File: config.mk
export PLATFORM = sky130hd
export DESIGN_NAME = rigid_body_2d_integrator
export DESIGN_NICKNAME = d
export VERILOG_FILES = /design/src/rtl/core/rb2d_pkg.sv /design/src/rtl/core/rb2d_regs.sv /design/src/rtl/core/rb2d_ctrl.sv /design/src/rtl/core/rb2d_dp.sv /design/src/rtl/core/rigid_body_2d_integrator.sv
export SDC_FILE = /design/constraint.sdc
export NUM_CORES = 2
export LEC_CHECK = 0
export BUFFER_PORTS_ARGS = -buffer_cell sky130_fd_sc_hd__clkbuf_2
export CORE_ASPECT_RATIO = 1.1
export CORE_MARGIN = 2
export CORE_UTILIZATION = 45
export DETAILED_ROUTE_END_ITERATION = 8
export PLACE_DENSITY_LB_ADDON = 0.12
export RECOVER_POWER = 100
export SLEW_MARGIN = 20
export SYNTH_ARGS = -nofsm -noshare
export SYNTH_HDL_FRONTEND = slang
export SYNTH_SLANG_ARGS = --single-unit
File: constraint.sdc
create_clock -name clk -period 23.2 [get_ports clk]
set_input_delay 2.32 -clock clk [delete_from_list [all_inputs] [get_ports clk]]
set_output_delay 2.32 -clock clk [all_outputs]
set_load 0.01 [all_outputs]
File: src/rtl/core/rb2d_pkg.sv
`timescale 1ns / 1ps

package rb2d_pkg;

    localparam int FRAC_BITS = 16;
    localparam int STEP_FRAC = 16;
    localparam int PROD_W    = 66;
    localparam int UC_IDX_W  = 4;
    localparam int APB_AW    = 5;

    localparam logic [30:0] INV_MASS_RST    = 31'(64'd1 << FRAC_BITS);
    localparam logic [30:0] INV_INERTIA_RST = 31'((64'd3754936 << FRAC_BITS) >> 16);
    localparam logic [16:0] STEP_ONE        = 17'd65536;
    localparam logic [32:0] DF_ONE          = 33'(64'd1 << FRAC_BITS);

    typedef enum logic [2:0] {
        OP_TICK       = 3'd0,
        OP_FORCE      = 3'd1,
        OP_TORQUE     = 3'd2,
        OP_FORCE_AT   = 3'd3,
        OP_IMPULSE    = 3'd4,
        OP_IMPULSE_AT = 3'd5,
        OP_SET_POSE   = 3'd6,
        OP_NOP        = 3'd7
    } op_t;

    typedef enum logic [2:0] {
        REG_DYN_EN      = 3'd0,
        REG_INV_MASS    = 3'd1,
        REG_INV_INERTIA = 3'd2,
        REG_LIN_DRAG    = 3'd3,
        REG_ANG_DRAG    = 3'd4,
        REG_RESTRICT_X  = 3'd5,
        REG_RESTRICT_Y  = 3'd6,
        REG_RESTRICT_S  = 3'd7
    } reg_idx_t;

    // Micro-operations: one multiply each, result written back in the cycle after issue.
    typedef enum logic [4:0] {
        UOP_NONE,
        UOP_VX_ACC,
        UOP_VY_ACC,
        UOP_VX_KEEP,
        UOP_VY_KEEP,
        UOP_LIN_DF,
        UOP_W_ACC,
        UOP_VX_DF,
        UOP_VY_DF,
        UOP_W_KEEP,
        UOP_ANG_DF,
        UOP_PX_ADD,
        UOP_W_DF,
        UOP_PY_ADD,
        UOP_ANG_ADD,
        UOP_AX_FORCE,
        UOP_AY_FORCE,
        UOP_AW_TORQUE,
        UOP_AW_MOMENT,
        UOP_LEV_1,
        UOP_LEV_2,
        UOP_VX_IMP,
        UOP_VY_IMP,
        UOP_W_IMP,
        UOP_W_IMP_MOMENT,
        UOP_POSE
    } uop_t;

    typedef struct packed {
        uop_t uop;
        logic last;
    } ucode_t;

    typedef struct packed {
        logic        dynamic_enable;
        logic [30:0] inv_mass;
        logic [30:0] inv_inertia_deg;
        logic [30:0] linear_drag;
        logic [30:0] angular_drag;
        logic [16:0] restrict_x;
        logic [16:0] restrict_y;
        logic [16:0] restrict_spin;
    } cfg_t;

    typedef struct packed {
        logic load;
        logic issue;
        uop_t uop;
        logic publish;
    } ctrl_cmd_t;

    // Micro-program for each opcode. A dependent step is always placed at
    // least two slots after the step that produces its operand.
    function automatic ucode_t ucode(op_t op, logic [UC_IDX_W-1:0] idx);
        ucode_t u;
        u.uop  = UOP_NONE;
        u.last = 1'b1;
        unique case (op)
            OP_TICK: begin
                u.last = 1'b0;
                unique case (idx)
                    4'd0:  u.uop = UOP_VX_ACC;
                    4'd1:  u.uop = UOP_VY_ACC;
                    4'd2:  u.uop = UOP_VX_KEEP;
                    4'd3:  u.uop = UOP_VY_KEEP;
                    4'd4:  u.uop = UOP_LIN_DF;
                    4'd5:  u.uop = UOP_W_ACC;
                    4'd6:  u.uop = UOP_VX_DF;
                    4'd7:  u.uop = UOP_VY_DF;
                    4'd8:  u.uop = UOP_W_KEEP;
                    4'd9:  u.uop = UOP_ANG_DF;
                    4'd10: u.uop = UOP_PX_ADD;
                    4'd11: u.uop = UOP_W_DF;
                    4'd12: u.uop = UOP_PY_ADD;
                    default: begin
                        u.uop  = UOP_ANG_ADD;
                        u.last = 1'b1;
                    end
                endcase
            end
            OP_FORCE: begin
                u.uop  = (idx == 4'd0) ? UOP_AX_FORCE : UOP_AY_FORCE;
                u.last = (idx != 4'd0);
            end
            OP_TORQUE: begin
                u.uop = UOP_AW_TORQUE;
            end
            OP_FORCE_AT: begin
                u.last = 1'b0;
                unique case (idx)
                    4'd0: u.uop = UOP_LEV_1;
                    4'd1: u.uop = UOP_LEV_2;
                    4'd2: u.uop = UOP_AX_FORCE;
                    4'd3: u.uop = UOP_AY_FORCE;
                    default: begin
                        u.uop  = UOP_AW_MOMENT;
                        u.last = 1'b1;
                    end
                endcase
            end
            OP_IMPULSE: begin
                u.last = 1'b0;
                unique case (idx)
                    4'd0: u.uop = UOP_VX_IMP;
                    4'd1: u.uop = UOP_VY_IMP;
                    default: begin
                        u.uop  = UOP_W_IMP;
                        u.last = 1'b1;
                    end
                endcase
            end
            OP_IMPULSE_AT: begin
                u.last = 1'b0;
                unique case (idx)
                    4'd0: u.uop = UOP_LEV_1;
                    4'd1: u.uop = UOP_LEV_2;
                    4'd2: u.uop = UOP_VX_IMP;
                    4'd3: u.uop = UOP_VY_IMP;
                    default: begin
                        u.uop  = UOP_W_IMP_MOMENT;
                        u.last = 1'b1;
                    end
                endcase
            end
            OP_SET_POSE: begin
                u.uop = UOP_POSE;
            end
            default: begin
                u.uop = UOP_NONE;
            end
        endcase
        return u;
    endfunction

endpackage

File: src/rtl/core/rb2d_regs.sv
`timescale 1ns / 1ps

module rb2d_regs (
    input  logic                         clk,
    input  logic                         rst_n,
    input  logic                         psel,
    input  logic                         penable,
    input  logic                         pwrite,
    input  logic [rb2d_pkg::APB_AW-1:0]  paddr,
    input  logic [31:0]                  pwdata,
    output logic [31:0]                  prdata,
    output logic                         pready,
    output rb2d_pkg::cfg_t               cfg
);
    import rb2d_pkg::*;

    cfg_t     cfg_reg;
    cfg_t     cfg_next;
    reg_idx_t idx;
    logic     wr_en;

    assign idx    = reg_idx_t'(paddr[APB_AW-1:2]);
    assign wr_en  = psel & penable & pwrite;
    assign pready = 1'b1;
    assign cfg    = cfg_reg;

    always_comb
    begin
        cfg_next = cfg_reg;
        if (wr_en)
        begin
            unique case (idx)
                REG_DYN_EN:      cfg_next.dynamic_enable  = pwdata[0];
                REG_INV_MASS:    cfg_next.inv_mass        = pwdata[30:0];
                REG_INV_INERTIA: cfg_next.inv_inertia_deg = pwdata[30:0];
                REG_LIN_DRAG:    cfg_next.linear_drag     = pwdata[30:0];
                REG_ANG_DRAG:    cfg_next.angular_drag    = pwdata[30:0];
                REG_RESTRICT_X:  cfg_next.restrict_x      = pwdata[16:0];
                REG_RESTRICT_Y:  cfg_next.restrict_y      = pwdata[16:0];
                default:         cfg_next.restrict_spin   = pwdata[16:0];
            endcase
        end
    end

    always_comb
    begin
        unique case (idx)
            REG_DYN_EN:      prdata = {31'd0, cfg_reg.dynamic_enable};
            REG_INV_MASS:    prdata = {1'b0, cfg_reg.inv_mass};
            REG_INV_INERTIA: prdata = {1'b0, cfg_reg.inv_inertia_deg};
            REG_LIN_DRAG:    prdata = {1'b0, cfg_reg.linear_drag};
            REG_ANG_DRAG:    prdata = {1'b0, cfg_reg.angular_drag};
            REG_RESTRICT_X:  prdata = {15'd0, cfg_reg.restrict_x};
            REG_RESTRICT_Y:  prdata = {15'd0, cfg_reg.restrict_y};
            default:         prdata = {15'd0, cfg_reg.restrict_spin};
        endcase
    end

    always_ff @(posedge clk or negedge rst_n)
    begin
        if (!rst_n)
        begin
            cfg_reg.dynamic_enable  <= 1'b0;
            cfg_reg.inv_mass        <= INV_MASS_RST;
            cfg_reg.inv_inertia_deg <= INV_INERTIA_RST;
            cfg_reg.linear_drag     <= '0;
            cfg_reg.angular_drag    <= '0;
            cfg_reg.restrict_x      <= '0;
            cfg_reg.restrict_y      <= '0;
            cfg_reg.restrict_spin   <= '0;
        end
        else
        begin
            cfg_reg <= cfg_next;
        end
    end

endmodule

File: src/rtl/core/rb2d_ctrl.sv
`timescale 1ns / 1ps

module rb2d_ctrl (
    input  logic                  clk,
    input  logic                  rst_n,
    input  logic                  in_valid,
    output logic                  in_ready,
    input  logic [2:0]            opcode,
    input  logic                  dynamic_enable,
    output logic                  out_valid,
    input  logic                  out_ready,
    output rb2d_pkg::ctrl_cmd_t   cmd
);
    import rb2d_pkg::*;

    typedef enum logic [3:0] {
        S_IDLE  = 4'b0001,
        S_RUN   = 4'b0010,
        S_FLUSH = 4'b0100,
        S_DONE  = 4'b1000
    } state_t;

    state_t                state_reg, state_next;
    op_t                   op_reg, op_next;
    logic [UC_IDX_W-1:0]   idx_reg, idx_next;
    logic                  out_valid_reg, out_valid_next;
    logic                  accept;
    logic                  skip;
    logic                  can_publish;
    ucode_t                uc;

    assign in_ready    = (state_reg == S_IDLE);
    assign accept      = in_valid & in_ready;
    assign out_valid   = out_valid_reg;
    assign can_publish = ~out_valid_reg | out_ready;
    assign uc          = ucode(op_reg, idx_reg);

    // A tick on a static body and the unused opcode leave the state alone.
    assign skip = (op_t'(opcode) == OP_NOP)
               || ((op_t'(opcode) == OP_TICK) && !dynamic_enable);

    always_comb
    begin
        state_next  = state_reg;
        op_next     = op_reg;
        idx_next    = idx_reg;
        cmd.load    = 1'b0;
        cmd.issue   = 1'b0;
        cmd.uop     = UOP_NONE;
        cmd.publish = 1'b0;
        unique case (state_reg)
            S_IDLE:
            begin
                if (accept)
                begin
                    cmd.load   = 1'b1;
                    op_next    = op_t'(opcode);
                    idx_next   = '0;
                    state_next = skip ? S_DONE : S_RUN;
                end
            end
            S_RUN:
            begin
                cmd.issue = 1'b1;
                cmd.uop   = uc.uop;
                idx_next  = idx_reg + 1'b1;
                if (uc.last)
                begin
                    state_next = S_FLUSH;
                end
            end
            S_FLUSH:
            begin
                state_next = S_DONE;
            end
            default:
            begin
                if (can_publish)
                begin
                    cmd.publish = 1'b1;
                    state_next  = S_IDLE;
                end
            end
        endcase
    end

    always_comb
    begin
        if (cmd.publish)
        begin
            out_valid_next = 1'b1;
        end
        else if (out_ready)
        begin
            out_valid_next = 1'b0;
        end
        else
        begin
            out_valid_next = out_valid_reg;
        end
    end

    always_ff @(posedge clk or negedge rst_n)
    begin
        if (!rst_n)
        begin
            state_reg     <= S_IDLE;
            op_reg        <= OP_NOP;
            idx_reg       <= '0;
            out_valid_reg <= 1'b0;
        end
        else
        begin
            state_reg     <= state_next;
            op_reg        <= op_next;
            idx_reg       <= idx_next;
            out_valid_reg <= out_valid_next;
        end
    end

endmodule

File: src/rtl/core/rb2d_dp.sv
`timescale 1ns / 1ps

module rb2d_dp (
    input  logic                 clk,
    input  logic                 rst_n,
    input  rb2d_pkg::ctrl_cmd_t  cmd,
    input  rb2d_pkg::cfg_t       cfg,
    input  logic [15:0]          step_time,
    input  logic signed [31:0]   vec_x,
    input  logic signed [31:0]   vec_y,
    input  logic signed [31:0]   point_x,
    input  logic signed [31:0]   point_y,
    input  logic signed [31:0]   angular_value,
    output logic signed [31:0]   pos_x,
    output logic signed [31:0]   pos_y,
    output logic signed [31:0]   rotation,
    output logic signed [31:0]   vel_x,
    output logic signed [31:0]   vel_y,
    output logic signed [31:0]   spin_rate
);
    import rb2d_pkg::*;

    // Latched input item.
    logic [15:0]        dt_reg;
    logic signed [31:0] in_vx_reg, in_vy_reg, in_px_reg, in_py_reg, in_av_reg;

    // Body state.
    logic signed [31:0] px_reg, px_next, py_reg, py_next;
    logic signed [31:0] vx_reg, vx_next, vy_reg, vy_next;
    logic signed [31:0] ax_reg, ax_next, ay_reg, ay_next;
    logic signed [31:0] ang_reg, ang_next, w_reg, w_next, aw_reg, aw_next;

    // Scratch registers of the sequence.
    logic signed [32:0]       df_reg, df_next;
    logic signed [PROD_W-1:0] acc_reg, acc_next;
    logic signed [31:0]       m_reg, m_next;

    // Multiplier stage.
    logic signed [32:0]       mul_a, mul_b;
    logic signed [PROD_W-1:0] prod_full, prod_reg, lev_sum;
    uop_t                     wb_uop_reg;

    logic signed [31:0] q_step, q_frac;
    logic signed [31:0] dx, dy;
    logic signed [32:0] neg_dy;
    logic [16:0]        keep_x, keep_y, keep_s;
    logic [32:0]        dt_ext;

    function automatic logic [16:0] keep_of(logic [16:0] r);
        logic [16:0] rs;
        rs = (r > STEP_ONE) ? STEP_ONE : r;
        return STEP_ONE - rs;
    endfunction

    assign keep_x = keep_of(cfg.restrict_x);
    assign keep_y = keep_of(cfg.restrict_y);
    assign keep_s = keep_of(cfg.restrict_spin);
    assign dt_ext = {17'd0, dt_reg};

    // Lever arm from the body origin; the moment uses its perpendicular.
    assign dx     = in_px_reg - px_reg;
    assign dy     = in_py_reg - py_reg;
    assign neg_dy = -{dy[31], dy};

    always_comb
    begin
        mul_a = '0;
        mul_b = '0;
        case (cmd.uop)
            UOP_VX_ACC:    begin mul_a = {ax_reg[31], ax_reg}; mul_b = dt_ext; end
            UOP_VY_ACC:    begin mul_a = {ay_reg[31], ay_reg}; mul_b = dt_ext; end
            UOP_VX_KEEP:   begin mul_a = {vx_reg[31], vx_reg}; mul_b = {16'd0, keep_x}; end
            UOP_VY_KEEP:   begin mul_a = {vy_reg[31], vy_reg}; mul_b = {16'd0, keep_y}; end
            UOP_LIN_DF:    begin mul_a = {2'b00, cfg.linear_drag}; mul_b = dt_ext; end
            UOP_W_ACC:     begin mul_a = {aw_reg[31], aw_reg}; mul_b = dt_ext; end
            UOP_VX_DF:     begin mul_a = {vx_reg[31], vx_reg}; mul_b = df_reg; end
            UOP_VY_DF:     begin mul_a = {vy_reg[31], vy_reg}; mul_b = df_reg; end
            UOP_W_KEEP:    begin mul_a = {w_reg[31], w_reg};   mul_b = {16'd0, keep_s}; end
            UOP_ANG_DF:    begin mul_a = {2'b00, cfg.angular_drag}; mul_b = dt_ext; end
            UOP_PX_ADD:    begin mul_a = {vx_reg[31], vx_reg}; mul_b = dt_ext; end
            UOP_W_DF:      begin mul_a = {w_reg[31], w_reg};   mul_b = df_reg; end
            UOP_PY_ADD:    begin mul_a = {vy_reg[31], vy_reg}; mul_b = dt_ext; end
            UOP_ANG_ADD:   begin mul_a = {w_reg[31], w_reg};   mul_b = dt_ext; end
            UOP_AX_FORCE,
            UOP_VX_IMP:    begin mul_a = {in_vx_reg[31], in_vx_reg};
                                 mul_b = {2'b00, cfg.inv_mass}; end
            UOP_AY_FORCE,
            UOP_VY_IMP:    begin mul_a = {in_vy_reg[31], in_vy_reg};
                                 mul_b = {2'b00, cfg.inv_mass}; end
            UOP_AW_TORQUE,
            UOP_W_IMP:     begin mul_a = {in_av_reg[31], in_av_reg};
                                 mul_b = {2'b00, cfg.inv_inertia_deg}; end
            UOP_AW_MOMENT,
            UOP_W_IMP_MOMENT:
                           begin mul_a = {m_reg[31], m_reg};
                                 mul_b = {2'b00, cfg.inv_inertia_deg}; end
            UOP_LEV_1:     begin mul_a = {in_vx_reg[31], in_vx_reg}; mul_b = neg_dy; end
            UOP_LEV_2:     begin mul_a = {in_vy_reg[31], in_vy_reg}; mul_b = {dx[31], dx}; end
            default:       begin mul_a = '0; mul_b = '0; end
        endcase
    end

    assign prod_full = mul_a * mul_b;

    // Arithmetic shift right then wrap to 32 bits is a plain bit slice.
    assign q_step  = prod_reg[STEP_FRAC+31:STEP_FRAC];
    assign q_frac  = prod_reg[FRAC_BITS+31:FRAC_BITS];
    assign lev_sum = acc_reg + prod_reg;

    always_comb
    begin
        px_next  = px_reg;
        py_next  = py_reg;
        vx_next  = vx_reg;
        vy_next  = vy_reg;
        ax_next  = ax_reg;
        ay_next  = ay_reg;
        ang_next = ang_reg;
        w_next   = w_reg;
        aw_next  = aw_reg;
        df_next  = df_reg;
        acc_next = acc_reg;
        m_next   = m_reg;
        case (wb_uop_reg)
            UOP_VX_ACC:       vx_next  = vx_reg + q_step;
            UOP_VY_ACC:       vy_next  = vy_reg + q_step;
            UOP_VX_KEEP:      vx_next  = q_step;
            UOP_VY_KEEP:      vy_next  = q_step;
            UOP_LIN_DF,
            UOP_ANG_DF:       df_next  = DF_ONE - {2'b00, prod_reg[STEP_FRAC+30:STEP_FRAC]};
            UOP_W_ACC:        w_next   = w_reg + q_step;
            UOP_VX_DF:        vx_next  = q_frac;
            UOP_VY_DF:        vy_next  = q_frac;
            UOP_W_KEEP:       w_next   = q_step;
            UOP_PX_ADD:       px_next  = px_reg + q_step;
            UOP_W_DF:         w_next   = q_frac;
            UOP_PY_ADD:       py_next  = py_reg + q_step;
            UOP_ANG_ADD:      ang_next = ang_reg + q_step;
            UOP_AX_FORCE:     ax_next  = ax_reg + q_frac;
            UOP_AY_FORCE:     ay_next  = ay_reg + q_frac;
            UOP_AW_TORQUE,
            UOP_AW_MOMENT:    aw_next  = aw_reg + q_frac;
            UOP_LEV_1:        acc_next = prod_reg;
            UOP_LEV_2:        m_next   = lev_sum[FRAC_BITS+31:FRAC_BITS];
            UOP_VX_IMP:       vx_next  = vx_reg + q_frac;
            UOP_VY_IMP:       vy_next  = vy_reg + q_frac;
            UOP_W_IMP,
            UOP_W_IMP_MOMENT: w_next   = w_reg + q_frac;
            UOP_POSE:
            begin
                px_next  = in_px_reg;
                py_next  = in_py_reg;
                ang_next = in_av_reg;
            end
            default:          m_next   = m_reg;
        endcase
    end

    always_ff @(posedge clk or negedge rst_n)
    begin
        if (!rst_n)
        begin
            px_reg     <= '0;
            py_reg     <= '0;
            vx_reg     <= '0;
            vy_reg     <= '0;
            ax_reg     <= '0;
            ay_reg     <= '0;
            ang_reg    <= '0;
            w_reg      <= '0;
            aw_reg     <= '0;
            wb_uop_reg <= UOP_NONE;
        end
        else
        begin
            px_reg     <= px_next;
            py_reg     <= py_next;
            vx_reg     <= vx_next;
            vy_reg     <= vy_next;
            ax_reg     <= ax_next;
            ay_reg     <= ay_next;
            ang_reg    <= ang_next;
            w_reg      <= w_next;
            aw_reg     <= aw_next;
            wb_uop_reg <= cmd.issue ? cmd.uop : UOP_NONE;
        end
    end

    always_ff @(posedge clk)
    begin
        prod_reg <= prod_full;
        df_reg   <= df_next;
        acc_reg  <= acc_next;
        m_reg    <= m_next;
        if (cmd.load)
        begin
            dt_reg    <= step_time;
            in_vx_reg <= vec_x;
            in_vy_reg <= vec_y;
            in_px_reg <= point_x;
            in_py_reg <= point_y;
            in_av_reg <= angular_value;
        end
        if (cmd.publish)
        begin
            pos_x     <= px_reg;
            pos_y     <= py_reg;
            rotation  <= ang_reg;
            vel_x     <= vx_reg;
            vel_y     <= vy_reg;
            spin_rate <= w_reg;
        end
    end

endmodule

File: src/rtl/core/rigid_body_2d_integrator.sv
`timescale 1ns / 1ps

// 2D rigid body integrator. Each input item carries an opcode (tick, force,
// torque, force at point, impulse, impulse at point, set pose, or no-op) and
// returns exactly one result item with position, rotation, velocity and spin
// rate after the operation. Both channels use valid/ready; the body constants
// sit in an APB register file to be written by the user only while the block
// is idle, which the block does not enforce. Work runs through one shared
// 33x33 multiplier, one micro-step per cycle, with each product written back
// in the following cycle. A tick takes 14 steps, force at point and impulse
// at point 5, impulse 3, force 2, torque and set pose 1. After acceptance the
// controller issues the steps, passes a flush state for the last write-back
// and publishes the result from the done state; a static tick and the no-op
// take no steps and go straight to the done state. in_ready rises in the same
// cycle as out_valid. The result sits in an output register, so a new item is
// accepted and worked on while the receiver stalls; only publishing the
// following result waits for the register to drain. Reset clears the body
// state to zero, loads the register defaults and leaves both channels empty.
module rigid_body_2d_integrator (
    input  logic                         clk,
    input  logic                         rst_n,
    input  logic                         psel,
    input  logic                         penable,
    input  logic                         pwrite,
    input  logic [rb2d_pkg::APB_AW-1:0]  paddr,
    input  logic [31:0]                  pwdata,
    output logic [31:0]                  prdata,
    output logic                         pready,
    input  logic                         in_valid,
    output logic                         in_ready,
    input  logic [2:0]                   opcode,
    input  logic [15:0]                  step_time,
    input  logic signed [31:0]           vec_x,
    input  logic signed [31:0]           vec_y,
    input  logic signed [31:0]           point_x,
    input  logic signed [31:0]           point_y,
    input  logic signed [31:0]           angular_value,
    output logic                         out_valid,
    input  logic                         out_ready,
    output logic signed [31:0]           pos_x,
    output logic signed [31:0]           pos_y,
    output logic signed [31:0]           rotation,
    output logic signed [31:0]           vel_x,
    output logic signed [31:0]           vel_y,
    output logic signed [31:0]           spin_rate
);
    import rb2d_pkg::*;

    cfg_t      cfg;
    ctrl_cmd_t cmd;

    rb2d_regs u_regs (
        .clk     (clk),
        .rst_n   (rst_n),
        .psel    (psel),
        .penable (penable),
        .pwrite  (pwrite),
        .paddr   (paddr),
        .pwdata  (pwdata),
        .prdata  (prdata),
        .pready  (pready),
        .cfg     (cfg)
    );

    rb2d_ctrl u_ctrl (
        .clk            (clk),
        .rst_n          (rst_n),
        .in_valid       (in_valid),
        .in_ready       (in_ready),
        .opcode         (opcode),
        .dynamic_enable (cfg.dynamic_enable),
        .out_valid      (out_valid),
        .out_ready      (out_ready),
        .cmd            (cmd)
    );

    rb2d_dp u_dp (
        .clk           (clk),
        .rst_n         (rst_n),
        .cmd           (cmd),
        .cfg           (cfg),
        .step_time     (step_time),
        .vec_x         (vec_x),
        .vec_y         (vec_y),
        .point_x       (point_x),
        .point_y       (point_y),
        .angular_value (angular_value),
        .pos_x         (pos_x),
        .pos_y         (pos_y),
        .rotation      (rotation),
        .vel_x         (vel_x),
        .vel_y         (vel_y),
        .spin_rate     (spin_rate)
    );

endmodule
# Word-level counts from Yosys, hierarchy flattened
# Cells that the tools add are included.
[totals]
reg_bits = 1010
wordCells = 235
[op_classes]
add_sub_neg = 18
multipliers = 1
magnitude_cmp = 3
n_eq_ne = 79
n_mux = 37
bitwise_logic = 6
n_reduce_logical = 53
[op_table]
columns = ["op", "n"]
rows = [
  ["case mux 33 bit (12 select lines)", 1],
  ["case mux 32 bit (2 select lines)", 6],
  ["case mux 33 bit (9 select lines)", 1],
  ["adder 32 bit", 9],
  ["case mux 31 bit (7 select lines)", 1],
  ["== test 5 bit, second input constant", 19],
  ["== test 5 x 4 -> 1 bit, second input constant", 16],
  ["subtractor 32 bit", 2],
  ["case mux 4 bit (13 select lines)", 1],
  ["> comparator 17 bit, second input constant", 3],
  ["two-way mux 17 bit", 3],
  ["subtractor 17 bit, first input constant", 3],
  ["adder 48 bit", 1],
  ["multiplier 33 x 33 -> 48 bit", 1],
  ["== test 5 x 3 -> 1 bit, second input constant", 8],
  ["case mux 5 bit (7 select lines)", 1],
  ["negator 33 bit", 1],
  ["subtractor 17 x 31 -> 32 bit, first input constant", 1],
  ["OR reduction 3 bit", 8],
  ["OR reduction 2 bit", 11],
  ["== test 3 bit, second input constant", 7],
  ["== test 4 x 3 -> 1 bit, second input constant", 5],
  ["== test 4 bit, second input constant", 5],
  ["== test 5 x 2 -> 1 bit, second input constant", 4],
  ["34 further kinds", 79],
]

# Longest topological paths before layout
[logic_depth]
depth_word = 8
ltp_mapped = 54
mapped_depth_nobuf = 48

# Cells and area by module
# A second synthesis with hierarchy kept.
[unflattened]
hier_cells = 8943
hier_area_um2 = 87920.6
[modules_own_cells]
columns = ["module", "n_inst", "cells_each", "area_each_um2"]
rows = [
  ["rb2d_dp", 1, 8232, 78679.2],
  ["rb2d_regs", 1, 567, 8114.0],
  ["rb2d_ctrl", 1, 144, 1127.3],
]

# Worst setup path after synthesis
# OpenSTA, ideal clock, no wires.
[synth_path]
path_kind = "flip-flop to flip-flop"
start = "register u_ctrl.idx_reg[0]"
end = "register u_dp.prod_reg[47]"
arrival_time_ns = 11.969
required_time_ns = 23.069
path_slack_ns = 11.100
stages_incl_launch_ff = 48
cell_sequence = "dfrtp_1 > ha_1 > clkbuf_1 > or4_1 > a21oi_1 > o32a_1 > buf_2 > nand3_1 > a2111oi_2 > clkbuf_1 > a221oi_2 > ha_1 > nand4_1 > nor2_1 > and3_1 > xor2_1 > a221oi_1 > inv_1 > [... 12 more ...] > inv_1 > fa_1 > xor2_1 > xnor2_1 > xnor2_1 > xnor2_1 > xnor2_1 > xnor2_1 > xnor2_1 > xnor2_1 > xnor3_1 > xnor3_1 > xnor2_2 > xor2_1 > a41oi_1 > nor4_2 > xnor2_1 > xor3_1"
[synth_via]
elab_chain_cells = 8
elab_cells_between_ends = 58
cone_classes = "1 x mul; 36 x eq/ne; 9 x mux; 12 x reduce/logical"
[synth_lines]
columns = ["item", "line", "rtl"]
rows = [
  ["start, declared", "rb2d_ctrl.sv:25", "logic [UC_IDX_W-1:0] idx_reg, idx_next;"],
  ["start signal, assigned", "rb2d_ctrl.sv:116", "idx_reg <= idx_next;"],
  ["== test 4 bit, or another cell as far along", "rb2d_pkg.sv:100", "unique case (idx)"],
  ["case mux 4 bit (13 select lines), or another cell as far along", "rb2d_pkg.sv:100", ""],
  ["case mux 5 bit (7 select lines) (*)", "rb2d_pkg.sv:97", "unique case (op)"],
  ["two-way mux 6 bit (*)", "rb2d_ctrl.sv:51", "unique case (state_reg)"],
  ["== test 5 x 1 -> 1 bit, or another cell as far along", "rb2d_dp.sv:69", "case (cmd.uop)"],
  ["OR reduction 8 bit (no source line), or another cell as far along", "-", ""],
  ["case mux 33 bit (9 select lines) or case mux 33 bit (12 select lines) (tied branches)", "rb2d_dp.sv:69", ""],
  ["multiplier 33 x 33 -> 48 bit (*)", "rb2d_dp.sv:103", "assign prod_full = mul_a * mul_b;"],
  ["via u_dp.prod_full[47]", "rb2d_dp.sv:40", "logic signed [PROD_W-1:0] prod_full, prod_reg, lev_sum;"],
  ["end signal, assigned", "rb2d_dp.sv:191", "prod_reg <= prod_full;"],
  ["end, declared", "rb2d_dp.sv:40", ""],
]
# Mark *: on every way through the listed nets, which the timed path passes. The rest lies on a longest branch.
# A chain may end at the register's enable or synchronous reset.

# Worst setup path after layout
[layout_path]
start = "register u_ctrl.op_reg[0]"
end = "register u_dp.prod_reg[47]"
[layout_via]
elab_chain_cells = 7
elab_cells_between_ends = 47
cone_classes = "1 x mul; 30 x eq/ne; 4 x mux; 12 x reduce/logical"
[layout_lines]
columns = ["item", "line", "rtl"]
rows = [
  ["start, declared", "rb2d_ctrl.sv:24", "op_t op_reg, op_next;"],
  ["start signal, assigned", "rb2d_ctrl.sv:115", "op_reg <= op_next;"],
  ["== test 3 bit, or another cell as far along", "rb2d_pkg.sv:97", ""],
  ["case mux 5 bit (7 select lines) (*)", "rb2d_pkg.sv:97", ""],
  ["two-way mux 6 bit (*)", "rb2d_ctrl.sv:51", ""],
  ["== test 5 x 1 -> 1 bit, or another cell as far along", "rb2d_dp.sv:69", ""],
  ["OR reduction 8 bit (no source line), or another cell as far along", "-", ""],
  ["case mux 33 bit (9 select lines) or case mux 33 bit (12 select lines) (tied branches)", "rb2d_dp.sv:69", ""],
  ["multiplier 33 x 33 -> 48 bit (*)", "rb2d_dp.sv:103", ""],
  ["via u_dp.prod_full[47]", "rb2d_dp.sv:40", ""],
]
# Marked as above.

==> results.py <==
metrics = {
    "status": {
        "status": "complete, but fails checks",
        "violations": "max-capacitance violations, max-slew violations",
    },
    "synth": {
        "ys_types": 105,
        "netlist_top_cells_area": "fa_1, edfxtp_1, dfrtp_1",
        "synth_area_sq_um": 87400,
        "synth-edff-count": 480,
        "yosysTopAreaCell": "fa_1",
        "yosys_register_bits": 1009,
        "synth_warnings": 0,
        "synthTopCellsByCount": "inv_1, nand2_1, fa_1",
        "synth_top_area_share": 0.197,
        "netlist_instances": 8948,
        "synthArstFlopShare": 0.477,
        "synth_seq_area_share": 0.314,
        "yosysMostFrequentCell": "inv_1",
        "synth_nets": 10600,
        "syn_area_per_cell_sq_um": 9.76,
        "ys.flop_type": "edfxtp_1",
    },
    "clock_tree": {
        "clkSlewWorstSetupHoldPaths_ns": 0.07,
        "clk_path_buf_depth": 3,
        "clk-insertion-delay-late_ns": 0.81,
        "ctsRootBufferMaster": "clkbuf_16",
        "cts_hold_buf": 0,
        "cts_inserted_buffers": 113,
        "postCtsSetupBuffers": 0,
        "htreeDepth": 3,
        "post_cts_resized": 0,
        "cts_tree": "built",
        "clock-sinks": 1009,
    },
    "die": {
        "die_area_sq_um": 198000,
        "io_pins": 450,
        "initial_core_util": 0.453,
        "fp.coreArea_sq_um": 193000,
        "dieWidth_microns": 424,
        "die_h_microns": 466,
        "std_cell_rows": 169,
    },
    "placement": {
        "dp_slack_ns": 8.27,
        "dpl.hpwl_microns": 240000,
        "routabilityCongestion": 0.993,
        "dp.cells": 11800,
        "io_buffers": 444,
    },
    "grt": {
        "grt_max_degree": 143,
        "grt_pass1_wl_microns": 472000,
        "grt_pass1_vias": 70500,
        "grt-ovfl-total": 0,
        "grt.total_usage": 0.325,
        "antenna_found_initial": 25,
    },
    "drt": {
        "wl_microns": 323000,
        "wl_per_cell_microns": 26.9,
        "initialDrtViolationCount": 6704,
        "route.antenna.remaining_nets": 0,
        "vias": 70500,
        "drc": 0,
        "drt-pass1-iter-count": 9,
        "viasPerCell": 5.88,
    },
    "worst_setup_path": {
        "cp_slowest_cell": "clkbuf_1",
        "r2r_setup_slack_ns": 6.17,
        "worstPathMaxFanout": 32,
        "reg2reg_from": "u_ctrl.op_reg[0]",
        "cpMostUsedCell": "a21oi_1",
        "start_kind": "flip-flop",
        "cp-end-kind": "flip-flop",
        "rr_endpoint": "u_dp.prod_reg[47]",
        "worstPathArrival_ns": 17.69,
        "worstPathRequired_ns": 23.86,
        "r2r_cells": 44,
        "max_stage_delay_ns": 1.63,
        "crit_type": "flip-flop to flip-flop",
    },
    "cells_and_area": {
        "area_delta_synth_final_pct": 10.6,
        "multi_input_area_sq_um": 54500,
        "largest_reg_flops": 176,
        "seqCellArea_sq_um": 27500,
        "finalNetCount": 11000,
        "layout-drive-gt1-share": 0.0962,
        "fin_cells": 12000,
        "fillers": 18100,
        "utilization": 0.501,
    },
    "power": {
        "p_leak_uw": 0.0420,
        "p_per_area_nw_per_um2": 85.0,
        "power_uw": 8210,
        "ir_drop_v": 0.0000729,
    },
    "timing": {
        "fmax_mhz": 58.7,
        "worst_pin_slew_ns": 7.93,
        "setup_viol": 0,
        "fin_worst_skew_ns": 0.0712,
        "fin_crit_sh": 0.734,
        "post-route-min-period_ns": 17.03,
        "worst_slack_ns": 6.17,
        "finalHoldViolCount": 0,
        "slew_headroom": -4.29,
        "drv_slew": 1562,
        "tns_ns": 0,
        "rsz0062_at_grt": "no",
    },
    "job": {
        "maxCapViolCount": 49,
    },
    "min_path": {
        "min_to": "u_dp.acc_reg[0]",
        "min_from": "u_dp.prod_reg[0]",
        "worst_hold_path_type": "flip-flop to flip-flop",
        "hold_depth": 0,
    },
}
kinds of logic after synthesis:
kind of cell / Yosys count / synth area share
AO/OA/AOI/OAI: 1679 / 0.127
AND/OR/NAND/NOR: 2523 / 0.128
XOR/XNOR: 415 / 0.0422
adder cells (fa/ha/maj): 1434 / 0.279
other: 2 / 0.0000860
flip-flops: 1009 / 0.314
multiplexers: 328 / 0.0417
buffers and inverters: 1558 / 0.0674
area by class of cell:
type,count,area share
well taps,2565,0.0332
inverters,1180,0.0459
flip-flops and latches,1009,0.284
repair buffers,643,0.0330
multi-input cells,6381,0.564
clock inverters,74,0.00793
diodes,8,0.000207
clock buffers,140,0.0315
worst max path at each step:
| stage | start | slack [ns] | end | cells past startpoint |
|---|---|---|---|---|
| after floorplan | u_ctrl.idx_reg[0] | 11.10 | u_dp.prod_reg[47] | 47 |
| after global placement | u_ctrl.idx_reg[0] | 8.37 | u_dp.prod_reg[47] | 42 |
| after detailed placement | u_ctrl.idx_reg[0] | 8.27 | u_dp.prod_reg[47] | 44 |
| after CTS | u_ctrl.idx_reg[1] | 8.21 | u_dp.prod_reg[47] | 42 |
| after global routing | rst_n | 4.55 | u_dp.py_reg[5] | 4 |
| final | u_ctrl.op_reg[0] | 6.17 | u_dp.prod_reg[47] | 44 |
where the power goes:
| part | leakage (uW) | switching (uW) | total (uW) | internal, uW |
|---|---|---|---|---|
| logic | 0.0288 | 2420 | 3490 | 1070 |
| registers | 0.0113 | 381 | 2840 | 2460 |
| clock network | 0.00183 | 827 | 1880 | 1050 |
| total | 0.0420 | 3630 | 8210 | 4580 |
worst max-delay path, delay by kind of cell (launching register included):
family	cells	cell delay, ns
flops	1	0.81
compound gates	18	4.30
xor+xnor	1	0.41
simple gates	12	4.70
fa+ha+maj	8	2.88
buf+inv	5	3.72
cell usage in the layout, fill, tap and decap left out, types with 60 or more instances in the layout:
master,Yosys,final
inv_1,1179,1179
nand2_1,1063,1061
fa_1,860,860
nor2_1,690,684
ha_1,574,574
edfxtp_1,480,480
dfrtp_1,464,464
o21ai_0,440,438
a21oi_1,383,377
clkbuf_1,323,332
xnor2_1,266,266
mux2_2,229,228
clkbuf_2,0,185
xor2_1,145,145
buf_4,3,143
nor3_1,150,142
nand3_1,142,141
a22oi_1,125,125
clkbuf_16,0,115
mux2i_1,93,93
a21o_1,82,82
nand2b_1,73,73
a222oi_1,68,68
and2_1,66,60
metrics by stage:
step | instance area (sq um) | hold WS [ns]
final | 96600 | 0.439
after global routing | 96600 | 0.446
after CTS | 97200 | 0.439
after detailed placement | 93300 | 0.424
after global placement | 93300 | 0.419
after floorplan | 87400 | 0.409
metal layers:
| layer | vias to the layer above | GRT usage | wire, microns | share of wire |
|---|---|---|---|---|
| li1 | 31100 | - | - | - |
| met1 | 35500 | 0.434 | 130000 | 0.40 |
| met2 | 3250 | 0.492 | 140000 | 0.43 |
| met3 | 661 | 0.0718 | 31600 | 0.098 |
| met4 | 14 | 0.179 | 21300 | 0.066 |
| met5 | - | 0 | 98 | 0.00030 |
Note: power is estimated with default switching activity, not from simulation.
